File: config.mk
export PLATFORM = sky130hd
export DESIGN_NAME = record_quicksort_by_key_unit
export DESIGN_NICKNAME = d
export VERILOG_FILES = /design/src/rtl/rqs_pkg.sv /design/src/rtl/rqs_ram.sv /design/src/rtl/rqs_seq.sv /design/src/rtl/record_quicksort_by_key_unit.sv
export SDC_FILE = /design/constraint.sdc
export NUM_CORES = 2
export LEC_CHECK = 0
export BUFFER_PORTS_ARGS = -buffer_cell sky130_fd_sc_hd__clkbuf_2
export CAP_MARGIN = 0
export CELL_PAD_IN_SITES_DETAIL_PLACEMENT = 2
export CELL_PAD_IN_SITES_GLOBAL_PLACEMENT = 2
export CORE_ASPECT_RATIO = 2
export CORE_UTILIZATION = 45
export CTS_CLUSTER_DIAMETER = 120
export DETAILED_ROUTE_END_ITERATION = 6
export GPL_TIMING_DRIVEN = 0
export PLACE_DENSITY = 0.78
export REMOVE_ABC_BUFFERS = 1
export SLEW_MARGIN = 5
export SYNTH_ARGS = -nofsm -noshare
export SYNTH_HDL_FRONTEND = slang
export SYNTH_SLANG_ARGS = --single-unit
File: constraint.sdc
create_clock -name clk -period 11.23 [get_ports clk]
set_clock_uncertainty 0.15 [all_clocks]
set_input_delay 2.246 -clock clk [delete_from_list [all_inputs] [get_ports clk]]
set_output_delay 2.246 -clock clk [all_outputs]
set_load 0.1 [all_outputs]
File: src/rtl/rqs_pkg.sv
// rqs_pkg: shared constants, types and state codes for the record quicksort unit
// no dependencies
package rqs_pkg;

  localparam int MaxRecords  = 64;
  localparam int PayloadBits = 32;
  localparam int KeyBits     = 8;
  localparam int IdxBits     = (MaxRecords > 1) ? $clog2(MaxRecords) : 1;
  localparam int CntBits     = $clog2(MaxRecords + 1);
  localparam int RecBits     = KeyBits + PayloadBits;
  localparam int StkBits     = 2 * IdxBits;

  typedef logic [IdxBits-1:0] idx_t;
  typedef logic [CntBits-1:0] cnt_t;

  typedef struct packed {
    logic [KeyBits-1:0]     key;
    logic [PayloadBits-1:0] data;
  } rec_t;

  typedef struct packed {
    idx_t lo;
    idx_t hi;
  } range_t;

  typedef enum logic [4:0] {
    S_LOAD,
    S_POP,
    S_POP_WAIT,
    S_PIV_RD,
    S_PIV_WAIT,
    S_I_RD,
    S_I_WAIT,
    S_J_RD,
    S_J_WAIT,
    S_SW_WR1,
    S_SW_WR2,
    S_FIN_RD,
    S_FIN_WAIT,
    S_FIN_WR1,
    S_FIN_WR2,
    S_PUSH_HI,
    S_PUSH_LO,
    S_EMIT_RD,
    S_EMIT_WAIT,
    S_EMIT_OUT
  } state_t;

  // memory access bundle from sequencer to the record store
  typedef struct packed {
    logic we;
    idx_t addr;
    rec_t wdata;
  } rec_req_t;

endpackage

File: src/rtl/rqs_ram.sv
// rqs_ram: generic single-port synchronous ram with registered read
// no dependencies
module rqs_ram #(
  parameter int Width = 8,
  parameter int Depth = 64
) (
  input  logic                     clk,
  input  logic                     we,
  input  logic [$clog2(Depth)-1:0] addr,
  input  logic [Width-1:0]         wdata,
  output logic [Width-1:0]         rdata
);

  logic [Width-1:0] mem [Depth];

  always_ff @(posedge clk) begin
    if (we) begin
      mem[addr] <= wdata;
    end
    rdata <= mem[addr];
  end

endmodule

File: src/rtl/rqs_seq.sv
// rqs_seq: load, partition and emit sequencer driving the record and range memories
// depends on rqs_pkg and rqs_ram
module rqs_seq (
  input  logic                         clk,
  input  logic                         rst_n,
  input  logic                         in_valid,
  output logic                         in_ready,
  input  rqs_pkg::rec_t                in_rec,
  input  logic                         in_last,
  output logic                         out_valid,
  input  logic                         out_ready,
  output rqs_pkg::rec_t                out_rec,
  output logic                         out_last,
  output logic                         out_ovf
);

  rqs_pkg::state_t state_r, state_nxt;
  rqs_pkg::cnt_t   count_r, count_nxt;
  rqs_pkg::cnt_t   sp_r, sp_nxt;
  logic            ovf_r, ovf_nxt;
  rqs_pkg::idx_t   lo_r, lo_nxt, hi_r, hi_nxt, i_r, i_nxt, j_r, j_nxt;
  rqs_pkg::idx_t   k_r, k_nxt;
  logic [rqs_pkg::KeyBits-1:0] piv_r, piv_nxt;
  rqs_pkg::rec_t   reci_r, reci_nxt, recj_r, recj_nxt;
  logic            ov_r, ov_nxt, ol_r, ol_nxt, ovo_r, ovo_nxt;
  rqs_pkg::rec_t   orec_r, orec_nxt;

  rqs_pkg::rec_req_t rq;
  rqs_pkg::rec_t     rd;
  logic              s_we;
  rqs_pkg::idx_t     s_addr;
  rqs_pkg::range_t   s_wd, s_rd;

  rqs_ram #(.Width(rqs_pkg::RecBits), .Depth(rqs_pkg::MaxRecords)) u_store (
    .clk(clk), .we(rq.we), .addr(rq.addr), .wdata(rq.wdata), .rdata(rd)
  );
  rqs_ram #(.Width(rqs_pkg::StkBits), .Depth(rqs_pkg::MaxRecords)) u_stack (
    .clk(clk), .we(s_we), .addr(s_addr), .wdata(s_wd), .rdata(s_rd)
  );

  always_ff @(posedge clk) begin
    if (!rst_n) begin
      state_r <= rqs_pkg::S_LOAD;
      count_r <= '0;
      sp_r    <= '0;
      ovf_r   <= 1'b0;
      ov_r    <= 1'b0;
    end else begin
      state_r <= state_nxt;
      count_r <= count_nxt;
      sp_r    <= sp_nxt;
      ovf_r   <= ovf_nxt;
      ov_r    <= ov_nxt;
    end
    lo_r <= lo_nxt; hi_r <= hi_nxt; i_r <= i_nxt; j_r <= j_nxt; k_r <= k_nxt;
    piv_r <= piv_nxt; reci_r <= reci_nxt; recj_r <= recj_nxt;
    ol_r <= ol_nxt; ovo_r <= ovo_nxt; orec_r <= orec_nxt;
  end

  assign in_ready  = (state_r == rqs_pkg::S_LOAD);
  assign out_valid = ov_r;
  assign out_rec   = orec_r;
  assign out_last  = ol_r;
  assign out_ovf   = ovo_r;

  always_comb begin
    state_nxt = state_r; count_nxt = count_r; sp_nxt = sp_r; ovf_nxt = ovf_r;
    lo_nxt = lo_r; hi_nxt = hi_r; i_nxt = i_r; j_nxt = j_r; k_nxt = k_r;
    piv_nxt = piv_r; reci_nxt = reci_r; recj_nxt = recj_r;
    ov_nxt = ov_r; ol_nxt = ol_r; ovo_nxt = ovo_r; orec_nxt = orec_r;
    rq = '0; s_we = 1'b0; s_addr = sp_r[rqs_pkg::IdxBits-1:0]; s_wd = '0;
    if (ov_r && out_ready) begin
      ov_nxt = 1'b0;
    end
    unique case (state_r)
      rqs_pkg::S_LOAD: begin
        if (in_valid) begin
          if (count_r < rqs_pkg::CntBits'(rqs_pkg::MaxRecords)) begin
            rq.we = 1'b1; rq.addr = count_r[rqs_pkg::IdxBits-1:0]; rq.wdata = in_rec;
            count_nxt = count_r + 1'b1;
          end else begin
            ovf_nxt = 1'b1;
          end
          if (in_last) begin
            k_nxt = '0;
            // push whole range if two or more records
            if (count_nxt > rqs_pkg::CntBits'(1)) begin
              s_we = 1'b1; s_addr = '0;
              s_wd.lo = '0;
              s_wd.hi = rqs_pkg::IdxBits'(count_nxt - 1'b1);
              sp_nxt = rqs_pkg::CntBits'(1);
              state_nxt = rqs_pkg::S_POP;
            end else if (count_nxt == '0) begin
              ovf_nxt = 1'b0;
              state_nxt = rqs_pkg::S_LOAD;
            end else begin
              state_nxt = rqs_pkg::S_EMIT_RD;
            end
          end
        end
      end
      rqs_pkg::S_POP: begin
        if (sp_r == '0) begin
          state_nxt = rqs_pkg::S_EMIT_RD;
        end else begin
          sp_nxt = sp_r - 1'b1;
          s_addr = rqs_pkg::IdxBits'(sp_r - 1'b1);
          state_nxt = rqs_pkg::S_POP_WAIT;
        end
      end
      rqs_pkg::S_POP_WAIT: begin
        lo_nxt = s_rd.lo; hi_nxt = s_rd.hi;
        rq.addr = s_rd.hi;
        state_nxt = rqs_pkg::S_PIV_WAIT;
      end
      rqs_pkg::S_PIV_RD: begin
        rq.addr = hi_r;
        state_nxt = rqs_pkg::S_PIV_WAIT;
      end
      rqs_pkg::S_PIV_WAIT: begin
        piv_nxt = rd.key;
        recj_nxt = rd;
        i_nxt = lo_r; j_nxt = hi_r;
        rq.addr = lo_r;
        state_nxt = rqs_pkg::S_I_WAIT;
      end
      rqs_pkg::S_I_RD: begin
        rq.addr = i_r;
        state_nxt = rqs_pkg::S_I_WAIT;
      end
      rqs_pkg::S_I_WAIT: begin
        // left scan stops at first key not below the pivot (pivot bounds it)
        if (rd.key < piv_r) begin
          i_nxt = i_r + 1'b1;
          rq.addr = i_r + 1'b1;
        end else begin
          reci_nxt = rd;
          j_nxt = j_r - 1'b1;
          rq.addr = j_r - 1'b1;
          state_nxt = rqs_pkg::S_J_WAIT;
        end
      end
      rqs_pkg::S_J_RD: begin
        rq.addr = j_r;
        state_nxt = rqs_pkg::S_J_WAIT;
      end
      rqs_pkg::S_J_WAIT: begin
        if (rd.key > piv_r && j_r != lo_r) begin
          j_nxt = j_r - 1'b1;
          rq.addr = j_r - 1'b1;
        end else if (i_r >= j_r) begin
          // pivot record sits at hi: swap i with hi
          rq.addr = hi_r;
          state_nxt = rqs_pkg::S_FIN_WAIT;
        end else begin
          recj_nxt = rd;
          state_nxt = rqs_pkg::S_SW_WR1;
        end
      end
      rqs_pkg::S_SW_WR1: begin
        rq.we = 1'b1; rq.addr = i_r; rq.wdata = recj_r;
        state_nxt = rqs_pkg::S_SW_WR2;
      end
      rqs_pkg::S_SW_WR2: begin
        rq.we = 1'b1; rq.addr = j_r; rq.wdata = reci_r;
        i_nxt = i_r + 1'b1;
        state_nxt = rqs_pkg::S_I_RD;
      end
      rqs_pkg::S_FIN_RD: begin
        rq.addr = hi_r;
        state_nxt = rqs_pkg::S_FIN_WAIT;
      end
      rqs_pkg::S_FIN_WAIT: begin
        recj_nxt = rd;
        state_nxt = rqs_pkg::S_FIN_WR1;
      end
      rqs_pkg::S_FIN_WR1: begin
        rq.we = 1'b1; rq.addr = i_r; rq.wdata = recj_r;
        state_nxt = rqs_pkg::S_FIN_WR2;
      end
      rqs_pkg::S_FIN_WR2: begin
        rq.we = 1'b1; rq.addr = hi_r; rq.wdata = reci_r;
        state_nxt = rqs_pkg::S_PUSH_HI;
      end
      rqs_pkg::S_PUSH_HI: begin
        if (hi_r > i_r + 1'b1 && i_r != hi_r) begin
          s_we = 1'b1; s_wd.lo = i_r + 1'b1; s_wd.hi = hi_r;
          sp_nxt = sp_r + 1'b1;
        end
        state_nxt = rqs_pkg::S_PUSH_LO;
      end
      rqs_pkg::S_PUSH_LO: begin
        if (i_r != '0 && (i_r - 1'b1) > lo_r && i_r > lo_r) begin
          s_we = 1'b1; s_wd.lo = lo_r; s_wd.hi = i_r - 1'b1;
          sp_nxt = sp_r + 1'b1;
        end
        state_nxt = rqs_pkg::S_POP;
      end
      rqs_pkg::S_EMIT_RD: begin
        rq.addr = k_r;
        state_nxt = rqs_pkg::S_EMIT_WAIT;
      end
      rqs_pkg::S_EMIT_WAIT: begin
        // keep the address so the read data stays on record k
        rq.addr = k_r;
        state_nxt = rqs_pkg::S_EMIT_OUT;
      end
      rqs_pkg::S_EMIT_OUT: begin
        rq.addr = k_r;
        if (!ov_r || out_ready) begin
          ov_nxt = 1'b1; orec_nxt = rd; ovo_nxt = ovf_r;
          ol_nxt = (rqs_pkg::CntBits'(k_r) + 1'b1 == count_r);
          if (ol_nxt) begin
            count_nxt = '0; sp_nxt = '0; ovf_nxt = 1'b0;
            state_nxt = rqs_pkg::S_LOAD;
          end else begin
            k_nxt = k_r + 1'b1;
            state_nxt = rqs_pkg::S_EMIT_RD;
          end
        end
      end
      default: state_nxt = rqs_pkg::S_LOAD;
    endcase
  end

  a_stack_bound: assert property (@(posedge clk) disable iff (!rst_n)
    sp_r <= rqs_pkg::CntBits'(rqs_pkg::MaxRecords)) else $error("range stack overrun");
  a_count_bound: assert property (@(posedge clk) disable iff (!rst_n)
    count_r <= rqs_pkg::CntBits'(rqs_pkg::MaxRecords)) else $error("record count overrun");
  a_no_load_sort: assert property (@(posedge clk) disable iff (!rst_n)
    (state_r != rqs_pkg::S_LOAD) |-> !in_ready) else $error("input taken while sorting");
  a_last_clears: assert property (@(posedge clk) disable iff (!rst_n)
    (ov_nxt && ol_nxt && !ov_r) |=> (count_r == '0)) else $error("count kept after set");

endmodule

File: src/rtl/record_quicksort_by_key_unit.sv
// record_quicksort_by_key_unit: top level of the record quicksort unit
// depends on rqs_pkg and rqs_seq (which holds the rqs_ram instances)
//
// Collects up to 64 records (8-bit key, 32-bit payload), one word per cycle,
// into a single-port record ram; the word with tlast closes the set. The set is
// then sorted ascending by key with a last-element-pivot quicksort whose pending
// ranges live on a second ram used as a stack, and finally every record leaves
// in order, tlast on the final one and tuser set on all if words beyond capacity
// were dropped. Input is stalled from the closing word until the last result is
// placed on the output. Sorting is bound by the one read-or-write port of the
// record ram, and each record is emitted in a read, a wait and an output step.
module record_quicksort_by_key_unit (
  input  logic        clk,
  input  logic        rst_n,
  input  logic        in_tvalid,
  output logic        in_tready,
  input  logic [39:0] in_tdata,   // key_age[7:0], payload[39:8]
  input  logic        in_tlast,   // last_item
  output logic        out_tvalid,
  input  logic        out_tready,
  output logic [39:0] out_tdata,  // sorted_age[7:0], sorted_payload[39:8]
  output logic        out_tlast,  // last_result
  output logic        out_tuser   // overflow
);

  rqs_pkg::rec_t in_rec, out_rec;

  // word layout puts key low, so reorder into the record struct
  assign in_rec.key  = in_tdata[7:0];
  assign in_rec.data = in_tdata[39:8];

  rqs_seq u_seq (
    .clk(clk), .rst_n(rst_n),
    .in_valid(in_tvalid), .in_ready(in_tready), .in_rec(in_rec), .in_last(in_tlast),
    .out_valid(out_tvalid), .out_ready(out_tready), .out_rec(out_rec),
    .out_last(out_tlast), .out_ovf(out_tuser)
  );

  assign out_tdata = {out_rec.data, out_rec.key};

endmodule
==> qor.yml, run 1 <==
synth_edf_count: 3488
cts_buffers: 320
port-buffer-count: 88
start_util_pct: 45.33
flow.stopped_at: "clock tree synthesis (4_1_cts)"
syn_area_per_cell_um2: 19.81
cts_sinks: 3561
die_w_um: 391.8
synthFlopType: "edfxtp_1"
ys_top_cells_by_count: "edfxtp_1 (3,488), mux4_2 (692), nand2_1 (624)"
syn-cell-area_mm2: 0.1368
first-error: "[ERROR DPL-0033] detailed placement checks failed during check placement."
die_h_um: 781.6
hpwl_um: 373800
yosys_warnings: 0
synth.area.top_cells: "edfxtp_1 (77%), mux4_2 (11%), a22oi_1 (1.8%)"
cts_resized: 0
yosysTopAreaCell: "edfxtp_1"
synthDominantCellAreaShare_pct: 76.59
yosysUniqueCellTypes: 82
seq_area_frac_synth_pct: 77.66
boundaryPins: 89
place.gp.congestion: 0.8437
cts-root-buf: "clkbuf_16"
yosysMostFrequentCell: "edfxtp_1"
status: "aborted with a tool error"
rows: 285
postCtsSetupBuffers: 0
clockBufferDepth: 4
syn_inst: 6903
cts_hold_buf: 0
ys_seq_elements: 3561
cts.htree.levels: 5
synthArstFlopShare_pct: 0
-- cells by family after synthesis --
logic type,count (synthesis),synth area share [%]
xor gates and xnor gates,42,0.2690
muxes,709,11.52
adders and majority gates,45,0.4117
buffers and inverters,476,1.528
AOI/OAI and AO/OA,741,4.099
and+or+nand+nor,1329,4.511
DFF,3561,77.66
-- stage by stage --
stage	area (µm²)	util (%)	cells	worst slack, ns
2_1_floorplan	135000	-	6509	-48.03
3_5_place_dp	148600	49.24	10970	2.895
3_3_place_gp	140400	46.55	10620	-79.78
==> inputs of run 2 (changes only) <==
--- a/config.mk
+++ b/config.mk
@@ -7,14 +7,10 @@
 export LEC_CHECK = 0
 export BUFFER_PORTS_ARGS = -buffer_cell sky130_fd_sc_hd__clkbuf_2
 export CAP_MARGIN = 0
-export CELL_PAD_IN_SITES_DETAIL_PLACEMENT = 2
-export CELL_PAD_IN_SITES_GLOBAL_PLACEMENT = 2
-export CORE_ASPECT_RATIO = 2
-export CORE_UTILIZATION = 45
-export CTS_CLUSTER_DIAMETER = 120
+export CORE_UTILIZATION = 30
 export DETAILED_ROUTE_END_ITERATION = 6
 export GPL_TIMING_DRIVEN = 0
-export PLACE_DENSITY = 0.78
+export PLACE_DENSITY_LB_ADDON = 0.15
 export REMOVE_ABC_BUFFERS = 1
 export SLEW_MARGIN = 5
 export SYNTH_ARGS = -nofsm -noshare
==> run 2 against run 1 <==
Net effect:
- the flow now finishes, with violations (antenna violations)
- synthesized cell count unchanged
- area after synthesis unchanged
==> qor.yml, run 2 <==
holdCritPathClass: "reg -> reg"
worst_pin_slew_ns: 1.370
final_util_pct: 36.25
yosysTopAreaCell: "edfxtp_1"
cts_buffers: 400  # +25%
syn_area_per_cell_um2: 19.81  # unchanged
top_layer: "met4"
yosys_warnings: 0  # unchanged
status: "finished with violations"
synth.area.top_cells: "edfxtp_1 (77%), mux4_2 (11%), a22oi_1 (1.8%)"
critPathLaunchType: "flop"
ys_seq_elements: 3561  # unchanged
final-setup-viol-count: 0
cp_num_buf_inv: 13
drt-initial-drc-count: 6645
top_register: "u_seq.u_store.mem"
synthDominantCellAreaShare_pct: 76.59  # unchanged
slowest_stage: "a211oi_2"
powerDensity_mw_per_mm2: 234.6
antenna_found_initial: 20
synth-compound-area-share_pct: 4.099  # unchanged
path_clk_slew_ns: 0.06
critPathArrivalTime_ns: 7.92
postCtsSetupBuffers: 0  # unchanged
die_area_mm2: 0.4586
intPower_mw: 26.92
p_comb_share_pct: 26.1
drt-total-wl_um: 429700
dr_wl_met2_um: 221800
cts_tree: "yes"
max_stage_delay_ns: 0.78
wl_met1_um: 177600
maxSlewViolCount: 0
synthFlopType: "edfxtp_1"
clockPowerShare_pct: 32.4
vias: 70610
grt_pass1_wl_um: 595300
yosysUniqueCellTypes: 82  # unchanged
slew_headroom_pct: 6.289
cts_sinks: 3561  # unchanged
cts_resized: 0  # unchanged
clockBufferDepth: 4  # unchanged
cap_viol_max_count: 0
track_usage_pct: 18.36
crit_top_cell: "buf_8"
clk_latency_ns: 0.98
cts_hold_buf: 0  # unchanged
largest_register_ffs: 2560
ys_top_cells_by_count: "edfxtp_1 (3,488), mux4_2 (692), nand2_1 (624)"
switching_share_pct: 30.13
end_kind: "flop"
synth_simple_gate_area_share_pct: 4.511  # unchanged
crit_chain: "ha_1, nand2_1, nor2_1, a211oi_2, a221o_1, nor2_1, a211oi_4, buf_16, buf_8, buf_16, buf_8, buf_16, buf_16, buf_8, buf_8, buf_8, buf_8, buf_8, buf_16, buf_8, mux4_2, a22oi_1, nand4_1, or2_1"
fin_crit_sh_pct: 64.57
seqPwrFrac_pct: 41.5
grt_setup_unrepaired: "no"
drc: 0
die_w_um: 677.2  # +73%
final_common_cell: "edfxtp_1"
p_switching_mw: 11.61
reg.largest.list: "u_seq.u_store.mem (2560), u_seq.u_stack.mem (768)"
crit_family: "buffers and inverters"
boundaryPins: 89  # unchanged
yosys-mux-area-fraction_pct: 11.52  # unchanged
synthArstFlopShare_pct: 0  # unchanged
violations: "antenna violations"
cts-root-buf: "clkbuf_16"
post_drt_wl_per_cell_um: 31.31
fmax_mhz: 137.9
syn_inst: 6903  # unchanged
design.core.area_mm2: 0.4531
areaGrowthSynthToFinish_pct: 20.10
finalPower_mw: 38.53
cts.htree.levels: 5  # unchanged
drive_above_1_share_pct: 25.14
port-buffer-count: 88  # unchanged
wl_met3_um: 17660
syn-cell-area_mm2: 0.1368  # unchanged
synth_xor_area_share_pct: 0.2690  # unchanged
hold_viol: 0
vias_per_cell: 5.146
power.leakage_nw: 52.36
final_cell_mix: "edfxtp_1 (3,488), mux4_2 (692), nand2_1 (624)"
synth_top_family_by_area: "multiplexers"
synthAdderAreaFrac_pct: 0.4117  # unchanged
required_ns: 11.90
ant_nets: 1
place.gp.congestion: 0.7665  # -9.2%
crit_type: "reg -> reg"
vdd_drop_max_mv: 0.1531
grt-ovfl-total: 0
crit_fanout: 10
nets: 7498
hpwl_um: 285900  # -24%
grt_max_degree: 65
firstDrtPassIters: 7
die_h_um: 677.2  # -13%
seq_area_frac_synth_pct: 77.66  # unchanged
finalCriticalPeriod_ns: 7.251
synth_edf_count: 3488  # unchanged
setup_tns_ns: 0
start_util_pct: 30.19  # -15 points
rows: 247  # -13%
grt_pass1_vias: 72650
yosysMostFrequentCell: "edfxtp_1"
==> run 2: area by class of cell <==
type / count / area [µm²]
clock buffers: 500 / 10580
clock inverters: 226 / 1745
flip-flops and latches: 3561 / 106200
multi-input cells: 2866 / 29320
fillers: 41700 / 288800
diodes: 14 / 35.03
repair buffers: 497 / 8579
well taps: 5976 / 7477
inverters: 82 / 307.8
==> run 2: cells by family (layout without fill, tap and decap cells) <==
kind of cell / count (synthesis) / after routing
compound gates: 741 / 741
fa+ha+maj: 45 / 45
flops: 3561 / 3561
buf+inv: 476 / 1305
other cells: 0 / 14
xor+xnor: 42 / 42
mux: 709 / 709
simple gates: 1329 / 1329
==> run 2: worst paths after layout <==
path,from,to,slack (ns),depth (start not counted)
min reg2reg,u_seq.u_store.rdata[27]$_DFF_P_,u_seq.recj_r[27]$_DFFE_PP_,0.25,0
max,u_seq.u_store.rdata[39]$_DFF_P_,u_seq.u_store.rdata[10]$_DFF_P_,3.98,24
min,u_seq.u_store.rdata[27]$_DFF_P_,u_seq.recj_r[27]$_DFFE_PP_,0.25,0
max reg2reg,u_seq.u_store.rdata[39]$_DFF_P_,u_seq.u_store.rdata[10]$_DFF_P_,3.98,24
==> run 2: metal layers <==
metal,global-route usage (%),vias up
met5,0,-
met4,5.150,0
met3,2.234,614
met2,32.50,1906
met1,23.67,38530
li1,-,29560
==> run 2: power groups by stage <==
stage	logic, mW	clock network (mW)	registers [mW]
detailed placement	10.2	0	16.3
floorplan	7.82	0	16.1
CTS	10.3	12.8	16.0
global placement	9.75	0	16.4
finish	10.1	12.5	16.0
global route	10.7	13.2	16.0
==> run 2: per-stage QoR <==
step | cells | setup WS, ns | hold slack (ns) | cell area [µm²]
floorplan | 6509 | -48.03 | 0.2355 | 135000
global placement | 12570 | -87.67 | 0.2450 | 142900
detailed placement | 12980 | 3.193 | 0.2451 | 151900
CTS | 13710 | 3.782 | 0.2243 | 164200
global route | 13710 | 3.640 | 0.2327 | 164200
finish | 13720 | 3.979 | 0.2459 | 164200
==> run 2: worst register-to-register path, cell delays in order, from the launching register on <==
cell	delay, ns
dfxtp_1	0.76
ha_1	0.39
nand2_1	0.09
nor2_1	0.05
a211oi_2	0.78
a221o_1	0.45
nor2_1	0.13
a211oi_4	0.49
buf_16	0.22
buf_8	0.19
buf_16	0.18
buf_8	0.19
buf_16	0.17
buf_16	0.15
buf_8	0.18
buf_8	0.20
buf_8	0.20
buf_8	0.20
buf_8	0.19
buf_16	0.17
buf_8	0.17
mux4_2	0.52
a22oi_1	0.22
nand4_1	0.28
or2_1	0.37
(Power assumes the default switching activity.)
